<file path="config.mk">
export PLATFORM = sky130hd
export DESIGN_NAME = ordered_unique_set_table_unit
export DESIGN_NICKNAME = d
export VERILOG_FILES = /design/src/design/ost_pkg.sv /design/src/design/ost_cell.sv /design/src/design/ost_chain.sv /design/src/design/ordered_unique_set_table_unit.sv
export SDC_FILE = /design/constraint.sdc
export NUM_CORES = 1
export LEC_CHECK = 0
export BUFFER_PORTS_ARGS = -buffer_cell sky130_fd_sc_hd__buf_2
export CORE_MARGIN = 4
export CORE_UTILIZATION = 45
export DETAILED_ROUTE_END_ITERATION = 10
export GPL_TIMING_DRIVEN = 0
export PLACE_DENSITY = 0.6
export SKIP_CTS_REPAIR_TIMING = 1
export SLEW_MARGIN = 20
export SYNTH_ARGS = -nofsm -noshare
export SYNTH_HDL_FRONTEND = slang
export SYNTH_SLANG_ARGS = --single-unit
</file>
<file path="constraint.sdc">
create_clock -name clk -period 5.6 [get_ports clk]
set_input_delay 0.56 -clock clk [delete_from_list [all_inputs] [get_ports clk]]
set_output_delay 0.56 -clock clk [all_outputs]
set_load 0.01 [all_outputs]
</file>
<file path="src/design/ost_pkg.sv">
// Shared types, codes and default sizes for the ordered unique set table.
package ost_pkg;

    localparam int CAPACITY_DEF    = 16;
    localparam int VALUE_WIDTH_DEF = 32;

    localparam int CMD_W    = 2;
    localparam int VALUE_W  = 32;
    localparam int STATUS_W = 2;
    localparam int INDEX_W  = 4;
    localparam int COUNT_W  = 5;

    typedef enum logic [CMD_W-1:0] {
        CMD_INSERT = 2'd0,
        CMD_LOOKUP = 2'd1,
        CMD_REMOVE = 2'd2,
        CMD_CLEAR  = 2'd3
    } cmd_t;

    typedef enum logic [STATUS_W-1:0] {
        ST_OK   = 2'd0,
        ST_FULL = 2'd1,
        ST_DUP  = 2'd2,
        ST_MISS = 2'd3
    } status_t;

    // Per-cycle update strobes broadcast along the cell row
    typedef struct packed {
        logic append;   // write key into the cell at position held
        logic shift;    // cells at or above the hit take their upper neighbour
    } ctl_t;

endpackage

</file>
<file path="src/design/ost_cell.sv">
// One storage cell of the set: entry register, comparator and shift mux.
module ost_cell #(
    parameter int VALUE_WIDTH = ost_pkg::VALUE_WIDTH_DEF,
    parameter int CNT_W       = 5,
    parameter int POSITION    = 0
) (
    input  logic                   clk,
    input  ost_pkg::ctl_t          ctl,
    input  logic [CNT_W-1:0]       held,
    input  logic [VALUE_WIDTH-1:0] key,
    input  logic [VALUE_WIDTH-1:0] next_entry,
    input  logic                   prefix_in,
    output logic [VALUE_WIDTH-1:0] entry,
    output logic                   hit,
    output logic                   prefix_out
);
    import ost_pkg::*;

    logic [VALUE_WIDTH-1:0] entry_reg;
    logic [VALUE_WIDTH-1:0] entry_next;
    logic                   live;

    // only entries below the count take part
    assign live       = held > CNT_W'(POSITION);
    assign hit        = live && (entry_reg == key);
    assign prefix_out = prefix_in || hit;
    assign entry      = entry_reg;

    always_comb
    begin
        entry_next = entry_reg;
        if (ctl.append && (held == CNT_W'(POSITION)))
        begin
            entry_next = key;
        end
        else if (ctl.shift && prefix_out)
        begin
            entry_next = next_entry;
        end
    end

    always_ff @(posedge clk)
    begin
        entry_reg <= entry_next;
    end

endmodule

</file>
<file path="src/design/ost_chain.sv">
// Row of set cells with the hit prefix chain and neighbour shift links.
module ost_chain #(
    parameter int CAPACITY    = ost_pkg::CAPACITY_DEF,
    parameter int VALUE_WIDTH = ost_pkg::VALUE_WIDTH_DEF,
    parameter int CNT_W       = 5
) (
    input  logic                   clk,
    input  ost_pkg::ctl_t          ctl,
    input  logic [CNT_W-1:0]       held,
    input  logic [VALUE_WIDTH-1:0] key,
    output logic [CAPACITY-1:0]    hit
);
    import ost_pkg::*;

    logic [VALUE_WIDTH-1:0] entry_w [CAPACITY];
    logic [CAPACITY:0]      prefix_w;

    assign prefix_w[0] = 1'b0;

    for (genvar i = 0; i < CAPACITY; i++)
    begin : g_cell
        logic [VALUE_WIDTH-1:0] upper;

        if (i == CAPACITY - 1)
        begin : g_top
            assign upper = entry_w[i];
        end
        else
        begin : g_mid
            assign upper = entry_w[i+1];
        end

        ost_cell #(
            .VALUE_WIDTH (VALUE_WIDTH),
            .CNT_W       (CNT_W),
            .POSITION    (i)
        ) u_cell (
            .clk        (clk),
            .ctl        (ctl),
            .held       (held),
            .key        (key),
            .next_entry (upper),
            .prefix_in  (prefix_w[i]),
            .entry      (entry_w[i]),
            .hit        (hit[i]),
            .prefix_out (prefix_w[i+1])
        );
    end

endmodule

</file>
<file path="src/design/ordered_unique_set_table_unit.sv">
// Top level of the ordered unique set table: handshakes, count and result register.
//
// Usage:
//   Input channel (in_valid/in_ready) carries one command transaction: cmd and
//   value. Commands are insert, lookup, remove and clear. Output channel
//   (out_valid/out_ready) returns exactly one result transaction per command:
//   status, index and the element count after the command.
//   A command is held in an input register and executed against the cell
//   row once the result slot is free or being emptied: every cell compares
//   its entry with the key at once, a prefix chain marks the cells that shift
//   down on remove, and the append lands in the cell at the count position.
//   A command passes the input register, then the result register.
//   Throughput: one command per cycle while the receiver keeps up; the cell
//   row evaluates one command a cycle.
//   Stall: while a result waits, one further command may be accepted and
//   held; in_ready drops until the waiting result is taken.
//   Reset: clears the count and both valid flags; entry contents are not
//   cleared and are never read above the count.
module ordered_unique_set_table_unit #(
    parameter int CAPACITY    = ost_pkg::CAPACITY_DEF,
    parameter int VALUE_WIDTH = ost_pkg::VALUE_WIDTH_DEF
) (
    input  logic                          clk,
    input  logic                          rst_n,
    input  logic                          in_valid,
    output logic                          in_ready,
    input  logic [ost_pkg::CMD_W-1:0]     cmd,
    input  logic [ost_pkg::VALUE_W-1:0]   value,
    output logic                          out_valid,
    input  logic                          out_ready,
    output logic [ost_pkg::STATUS_W-1:0]  status,
    output logic [ost_pkg::INDEX_W-1:0]   index,
    output logic [ost_pkg::COUNT_W-1:0]   count
);
    import ost_pkg::*;

    localparam int CNT_W = $clog2(CAPACITY + 1);
    localparam int POS_W = (CAPACITY > 1) ? $clog2(CAPACITY) : 1;

    // input holding register
    logic                   pend_reg;
    cmd_t                   pcmd_reg;
    logic [VALUE_WIDTH-1:0] pval_reg;

    // set state
    logic [CNT_W-1:0]       held_reg;
    logic [CNT_W-1:0]       held_next;

    // result register
    logic                   out_valid_reg;
    status_t                status_reg;
    status_t                status_next;
    logic [POS_W-1:0]       idx_reg;
    logic [POS_W-1:0]       idx_next;
    logic [CNT_W-1:0]       cnt_reg;

    logic                   exec;
    logic                   full;
    logic                   found;
    logic [CAPACITY-1:0]    hit;
    logic [POS_W-1:0]       hit_pos;
    ctl_t                   ctl;

    // command executes when the result slot is free or being emptied
    assign exec     = pend_reg && (!out_valid_reg || out_ready);
    assign in_ready = !pend_reg || exec;

    assign out_valid = out_valid_reg;
    assign status    = status_reg;
    assign index     = INDEX_W'(idx_reg);
    assign count     = COUNT_W'(cnt_reg);

    ost_chain #(
        .CAPACITY    (CAPACITY),
        .VALUE_WIDTH (VALUE_WIDTH),
        .CNT_W       (CNT_W)
    ) u_chain (
        .clk  (clk),
        .ctl  (ctl),
        .held (held_reg),
        .key  (pval_reg),
        .hit  (hit)
    );

    // values in the set are distinct, so at most one cell hits
    always_comb
    begin
        hit_pos = '0;
        for (int i = 0; i < CAPACITY; i++)
        begin
            if (hit[i])
            begin
                hit_pos = hit_pos | POS_W'(i);
            end
        end
    end

    assign found = |hit;
    assign full  = held_reg == CNT_W'(CAPACITY);

    always_comb
    begin
        ctl         = '0;
        status_next = ST_OK;
        idx_next    = '0;
        held_next   = held_reg;
        case (pcmd_reg)
            CMD_INSERT:
            begin
                if (full)
                begin
                    status_next = ST_FULL;
                end
                else if (found)
                begin
                    status_next = ST_DUP;
                end
                else
                begin
                    ctl.append = exec;
                    idx_next   = POS_W'(held_reg);
                    held_next  = held_reg + CNT_W'(1);
                end
            end
            CMD_LOOKUP:
            begin
                if (found)
                begin
                    idx_next = hit_pos;
                end
                else
                begin
                    status_next = ST_MISS;
                end
            end
            CMD_REMOVE:
            begin
                if (found)
                begin
                    ctl.shift = exec;
                    idx_next  = hit_pos;
                    held_next = held_reg - CNT_W'(1);
                end
                else
                begin
                    status_next = ST_MISS;
                end
            end
            CMD_CLEAR:
            begin
                held_next = '0;
            end
            default:
            begin
                held_next = held_reg;
            end
        endcase
    end

    always_ff @(posedge clk or negedge rst_n)
    begin
        if (!rst_n)
        begin
            pend_reg      <= 1'b0;
            held_reg      <= '0;
            out_valid_reg <= 1'b0;
        end
        else
        begin
            if (in_valid && in_ready)
            begin
                pend_reg <= 1'b1;
            end
            else if (exec)
            begin
                pend_reg <= 1'b0;
            end

            if (exec)
            begin
                held_reg      <= held_next;
                out_valid_reg <= 1'b1;
            end
            else if (out_ready)
            begin
                out_valid_reg <= 1'b0;
            end
        end
    end

    always_ff @(posedge clk)
    begin
        if (in_valid && in_ready)
        begin
            pcmd_reg <= cmd_t'(cmd);
            pval_reg <= VALUE_WIDTH'(value);
        end
        if (exec)
        begin
            status_reg <= status_next;
            idx_reg    <= idx_next;
            cnt_reg    <= held_next;
        end
    end

    // count never exceeds capacity
    a_held_range: assert property (@(posedge clk) disable iff (!rst_n)
        held_reg <= CNT_W'(CAPACITY))
        else $error("element count above capacity");

    // distinct contents give at most one hit
    a_hit_onehot: assert property (@(posedge clk) disable iff (!rst_n)
        pend_reg |-> $onehot0(hit))
        else $error("more than one cell matched");

    // clear empties the set and reports zero
    a_clear: assert property (@(posedge clk) disable iff (!rst_n)
        (exec && pcmd_reg == CMD_CLEAR) |=> (held_reg == '0 && cnt_reg == '0
            && status_reg == ST_OK))
        else $error("clear did not empty the set");

    // a successful insert grows the count by one
    a_insert_grow: assert property (@(posedge clk) disable iff (!rst_n)
        (exec && ctl.append) |=> (held_reg == $past(held_reg) + CNT_W'(1)))
        else $error("insert did not grow the count");

    // a result is registered only for an executed transaction
    a_out_source: assert property (@(posedge clk) disable iff (!rst_n)
        (!out_valid_reg && !exec) |=> !out_valid_reg)
        else $error("result appeared without a command");

endmodule
</file>
; Word level (Yosys, flattened, before mapping)
; Cells that the tools add are included.
[totals]
in_bits = 38
ff_bits = 564
[classes]
add_sub_neg = 2
order_cmp = 16
n_eq_ne = 35
n_mux = 66
reduce_logical = 88
[op_table]
columns = operator, count
row1 = $mux 32, 30
row2 = $eq 32x32->1, 16
row3 = $logic_and 1x1->1, 49
row4 = $mux 4, 11
row5 = $eq 5x4->1 const B, 8
row6 = $gt 5x4->1 const B, 8
row7 = $reduce_bool 2->1, 17
row8 = $eq 5x3->1 const B, 4
row9 = $gt 5x3->1 const B, 4
row10 = $logic_or 1x1->1, 16
row11 = $reduce_or 16->1, 1
row12 = $mux 5, 3
row13 = $pmux 5 s3, 1
row14 = $mux 3, 4
row15 = $eq 5x2->1 const B, 2
row16 = $gt 5x1->1 const B, 2
row17 = $gt 5x2->1 const B, 2
row18 = $mux 1, 10
row19 = $mux 2, 5
row20 = $pmux 4 s2, 1
row21 = $add 5x1->5 const B, 1
row22 = $eq 5x1->1 const B, 1
row23 = $eq 5x5->1 const B, 1
row24 = $logic_not 5->1, 1
row25 = 7 further kinds, 9

; Longest topological paths before layout
[depth]
ltp_word = 19
mapped_depth = 16

; Hierarchy
; A second synthesis with hierarchy kept.
[hier_totals]
cells_unflattened = 2081
hier_area_um2 = 30991.0
[by_module_without_submodules]
columns = mod, cells_per_inst, seq_area_each_um2, area_per_inst_um2, instances
row1 = ordered_unique_set_table_unit, 166, 1526.5, 2294.7, 1
row2 = ost_cell at u_chain.g_cell[0].u_cell, 120, 960.9, 1910.6, 1
row3 = ost_cell at u_chain.g_cell[14].u_cell, 119, 960.9, 1895.6, 1
row4 = ost_cell at u_chain.g_cell[6].u_cell, 118, 960.9, 1870.5, 1
row5 = ost_cell at u_chain.g_cell[15].u_cell, 123, 960.9, 1811.7, 1
row6 = ost_cell at u_chain.g_cell[11].u_cell, 121, 960.9, 1803.0, 1
row7 = ost_cell at u_chain.g_cell[12].u_cell, 122, 960.9, 1779.2, 1
row8 = ost_cell at u_chain.g_cell[4].u_cell, 122, 960.9, 1775.5, 1
row9 = ost_cell at u_chain.g_cell[5].u_cell, 119, 960.9, 1773.0, 1
row10 = ost_cell at u_chain.g_cell[1].u_cell, 117, 960.9, 1767.9, 1
row11 = ost_cell at u_chain.g_cell[10].u_cell, 118, 960.9, 1766.7, 1
row12 = ost_cell at u_chain.g_cell[2].u_cell, 119, 960.9, 1764.2, 1
row13 = ost_cell at u_chain.g_cell[8].u_cell, 118, 960.9, 1764.2, 1
row14 = ost_cell at u_chain.g_cell[9].u_cell, 119, 960.9, 1761.7, 1
row15 = +4 rows, -, -, -, -

; Worst setup path before layout
; Ideal clock, no wire load.
[synth_timing]
path_type = register -> register
startpoint = register held_reg[4]
endpoint = register u_chain.g_cell[12].u_cell.entry_reg[0] (enable)
synth_period_minus_slack_ns = 5.346
n_path_buf = 4
t_required_ns = 5.134
path_stages_with_launch = 14
path_slack_ns = 0.254
t_arrival_ns = 4.881
path_cell_list = dfrtp_1 buf_6 buf_2 inv_1 ha_1 nor3_1 nand4_1 or4_4 nand4_2 nor4_4 buf_6 or2_1 clkbuf_1 o21ai_0
[synth_between]
elab_chain_cells = 16
elab_cells_between_ends = 55
classes_between = order compare: 16 / eq/ne: 2 / mux: 5 / reduce/logical: 32
[synth_lines]
columns = item, line
row1 = "start, declared", ordered_unique_set_table_unit.sv:46  ; logic [CNT_W-1:0] held_reg;
row2 = "start signal, assigned", ordered_unique_set_table_unit.sv:181  ; held_reg <= held_next;
row3 = $gt 5x1->1, ost_cell.sv:24  ; assign live = held > CNT_W'(POSITION);
row4 = $logic_and 1x1->1, ost_cell.sv:25  ; assign hit = live && (entry_reg == key);
row5 = $logic_or 1x1->1 (12 in series), ost_cell.sv:26  ; assign prefix_out = prefix_in || hit;
row6 = $logic_and 1x1->1, ost_cell.sv:36  ; else if (ctl.shift && prefix_out)
row7 = $reduce_bool 2->1 (no line) (*), -
row8 = "end signal, assigned", ost_cell.sv:44  ; entry_reg <= entry_next;
row9 = "end, declared", ost_cell.sv:19  ; logic [VALUE_WIDTH-1:0] entry_reg;
; Mark *: on every way between the ends. The rest lies on a longest branch, timed or not.
; A chain may end at the register's enable or synchronous reset.

; Worst setup path after layout
[layout_timing]
startpoint = register held_reg[0]
endpoint = register u_chain.g_cell[6].u_cell.entry_reg[16] (enable)
[layout_between]
elab_chain_cells = 10
elab_cells_between_ends = 49
classes_between = order compare: 16 / eq/ne: 2 / mux: 5 / reduce/logical: 26
[layout_lines]
columns = item, line
row1 = branches (longest 9 deep; another with $gt 5x4->1), -
row2 = $reduce_bool 2->1 (no line) (*), -
row3 = "end signal, assigned", ost_cell.sv:44
row4 = "end, declared", ost_cell.sv:19
; Mark *: on every way between the ends.

==> impl_metrics.toml <==
[synth]
ys_async_sr_fraction_pct = 1.24
ys_seq_area_share_pct = 53.9
synth_area_um2 = 31300
synth_cell_type_count = 71
synth_nets = 2233
ys.flop_type = "edfxtp_1"
synth_warnings = 0
postSynthRegisterBits = 564
syn_area_per_cell_um2 = 14.4
synthCells = 2184
synth_edf_count = 557

[cts]
clk_pin_slew_worst_paths_ns = 0.06
clock_sinks = 564
worstSkewPairLatency_ns = 0.62
cts_root_buffer = "clkbuf_16"
cts_buffers = 68
htreeDepth = 3
cts.path.max_buffers = 3
tritoncts = "built"

[detailed_routing]
drt-total-wl_um = 97000
vias = 18500
postRouteAntennaNets = 0
drt-initial-drc-count = 1729
post-route-drc-count = 0
dr.pass1.iters = 5
viasPerCell = 5.60
wire_per_inst_um = 29.3

[power]
combPwrFrac_pct = 9.5
leakage_uw = 0.0116
p_int_uw = 7430
power_frac_clock_pct = 43.3
peakVddDrop_v = 0.000257
power.density_nw_per_um2 = 279
switching_share_pct = 24.8
power_frac_seq_pct = 47.2
power.switching_uw = 2450

[placed_design]
pre_cts_ws_ns = 0.209
place_hpwl_um = 79900
io_buffers = 50
place.gp.congestion = 1.06
placement.cell_area_um2 = 33300

[grt]
grt_use_total_pct = 26.1
grt_pass1_wl_um = 136000
antenna_found_initial = 1
grt_max_degree = 33
grt_remaining_overflow = 0
grt_pass1_vias = 19200

[finish]
final_area_um2 = 35400
post-route-util_pct = 51.5
area_growth_pct = 13.0
final_common_cell = "edfxtp_1"
final_cell_mix = "edfxtp_1, xnor2_1, mux2_2"
largest_reg_flops = 512
final_nets = 2377
drive_above_1_share_pct = 31.5

[timing]
fin_ws_ns = 0.176
slew_headroom_pct = 37.7
slew_viol_final = 0
rsz0062_at_grt = "no"
fin_setup_tns_ns = 0
fin_crit_sh_pct = 96.9
skew_ns = 0.0246
clock.fmax_ghz = 0.184
hold_violations = 0
min_period_ns = 5.42
worst_pin_slew_ns = 0.926
setup_violations = 0

[critical_path]
worst_ep_arrival_time_ns = 5.74
r2r_start = "held_reg[0]$_DFFE_PN0P_"
crit_required_ns = 5.92
cp-end-kind = "flip-flop"
ff2ff_setup_slack_ns = 0.18
cp_max_fo = 10
worstSetupPathType = "reg -> reg"
critPathLaunchType = "flip-flop"
r2r-end = "u_chain.g_cell[6].u_cell.entry[16]$_DFFE_PP_"
rr_worst_depth = 13

[floorplanning]
io_pins = 51
die_area_um2 = 73900
initial_core_util_pct = 45.5
core_um2 = 68800
die-width_um = 272
die_h_um = 272
fp-row-count = 96

[run]
cap_violations = 0

[hold_path]
min_path_cells = 1
worstHoldEndpoint = "pval_reg[24]$_DFFE_PP_"
min_from = "value[24]"
hold_path.class = "in -> reg"

[status]
outcome = "completed"
[synth_stat cells (39+ instances only)]
library cell / number / share of area, %
mux2_2: 364 / 13
buf_6: 41 / 1.5
nor4_1: 50 / 1.0
edfxtp_1: 557 / 53
xor2_1: 139 / 3.9
mux2_1: 87 / 3.1
nand2_1: 39 / 0.47
xnor2_1: 372 / 10
buf_2: 53 / 0.85
nand4_1: 108 / 2.2
clkbuf_1: 39 / 0.47
[per-stage QoR]
| step | total power, uW | instances | hold WS [ns] |
|---|---|---|---|
| final | 9870 | 3313 | 0.114 |
| after global routing | 10100 | 3312 | 0.0875 |
| after CTS | 9920 | 3311 | -0.253 |
| after detailed placement | 5670 | 3188 | 0.418 |
| after global placement | 5650 | 3165 | 0.407 |
| after floorplan | 5280 | 2184 | 0.264 |
[critical path, cell delays in order, from the launching register on]
cell and delay (ns):
dfrtp_1 0.47, buf_2 0.29, inv_1 0.23, ha_1 0.29
o31ai_1 0.72, nand4_1 0.60, nand4_2 0.36, nor4_4 0.09
buf_6 0.16, or2_1 0.26, clkbuf_2 0.39, o211ai_1 0.76
buf_4 0.30, buf_4 0.19
[layout make-up]
cell class | count | area, um2
timing repair buffer | 74 | 658
antenna | 1 | 2.50
multi-input combinational | 1408 | 12800
inverter | 15 | 56.3
clock buffer | 84 | 1790
fill | 5815 | 33400
tap | 931 | 1160
buffer | 197 | 1670
sequential | 564 | 16900
clock inverter | 39 | 342
[kinds of logic after synthesis]
group           share of synthesized area (%)
mux                                      17.7
xor+xnor                                 14.3
flops                                    53.9
compound gates                           1.44
fa+ha+maj                               0.439
simple gates                             6.69
buf+inv                                  5.51
[power by group through the flow]
stage / logic [uW] / clock network [uW] / registers [uW]
CTS: 927 / 4340 / 4660
floorplan: 535 / 0 / 4750
detailed placement: 924 / 0 / 4750
global route: 970 / 4520 / 4660
global placement: 905 / 0 / 4750
finish: 935 / 4280 / 4660
[how the worst max path moves through the flow]
stage                                                          to  cells after the start                     from
finish               u_chain.g_cell[6].u_cell.entry[16]$_DFFE_PP_                     13  held_reg[0]$_DFFE_PN0P_
floorplan            u_chain.g_cell[12].u_cell.entry[0]$_DFFE_PP_                     13  held_reg[4]$_DFFE_PN0P_
detailed placement   u_chain.g_cell[6].u_cell.entry[20]$_DFFE_PP_                     15   pval_reg[14]$_DFFE_PP_
CTS                  u_chain.g_cell[6].u_cell.entry[20]$_DFFE_PP_                     15   pval_reg[14]$_DFFE_PP_
global placement    u_chain.g_cell[12].u_cell.entry[20]$_DFFE_PP_                     13   pval_reg[14]$_DFFE_PP_
global route         u_chain.g_cell[6].u_cell.entry[18]$_DFFE_PP_                     14  held_reg[1]$_DFFE_PN0P_
[per-layer routing]
metal  routed length [um]  global-route usage, %  vias up
met3                 4920                   3.18      226
met4                 6600                   15.0        2
met1                38300                   32.2     9172
li1                     -                      -     8408
met2                47100                   44.3      735
met5                   13                      0        -
Note: power is estimated with default switching activity, not from simulation.
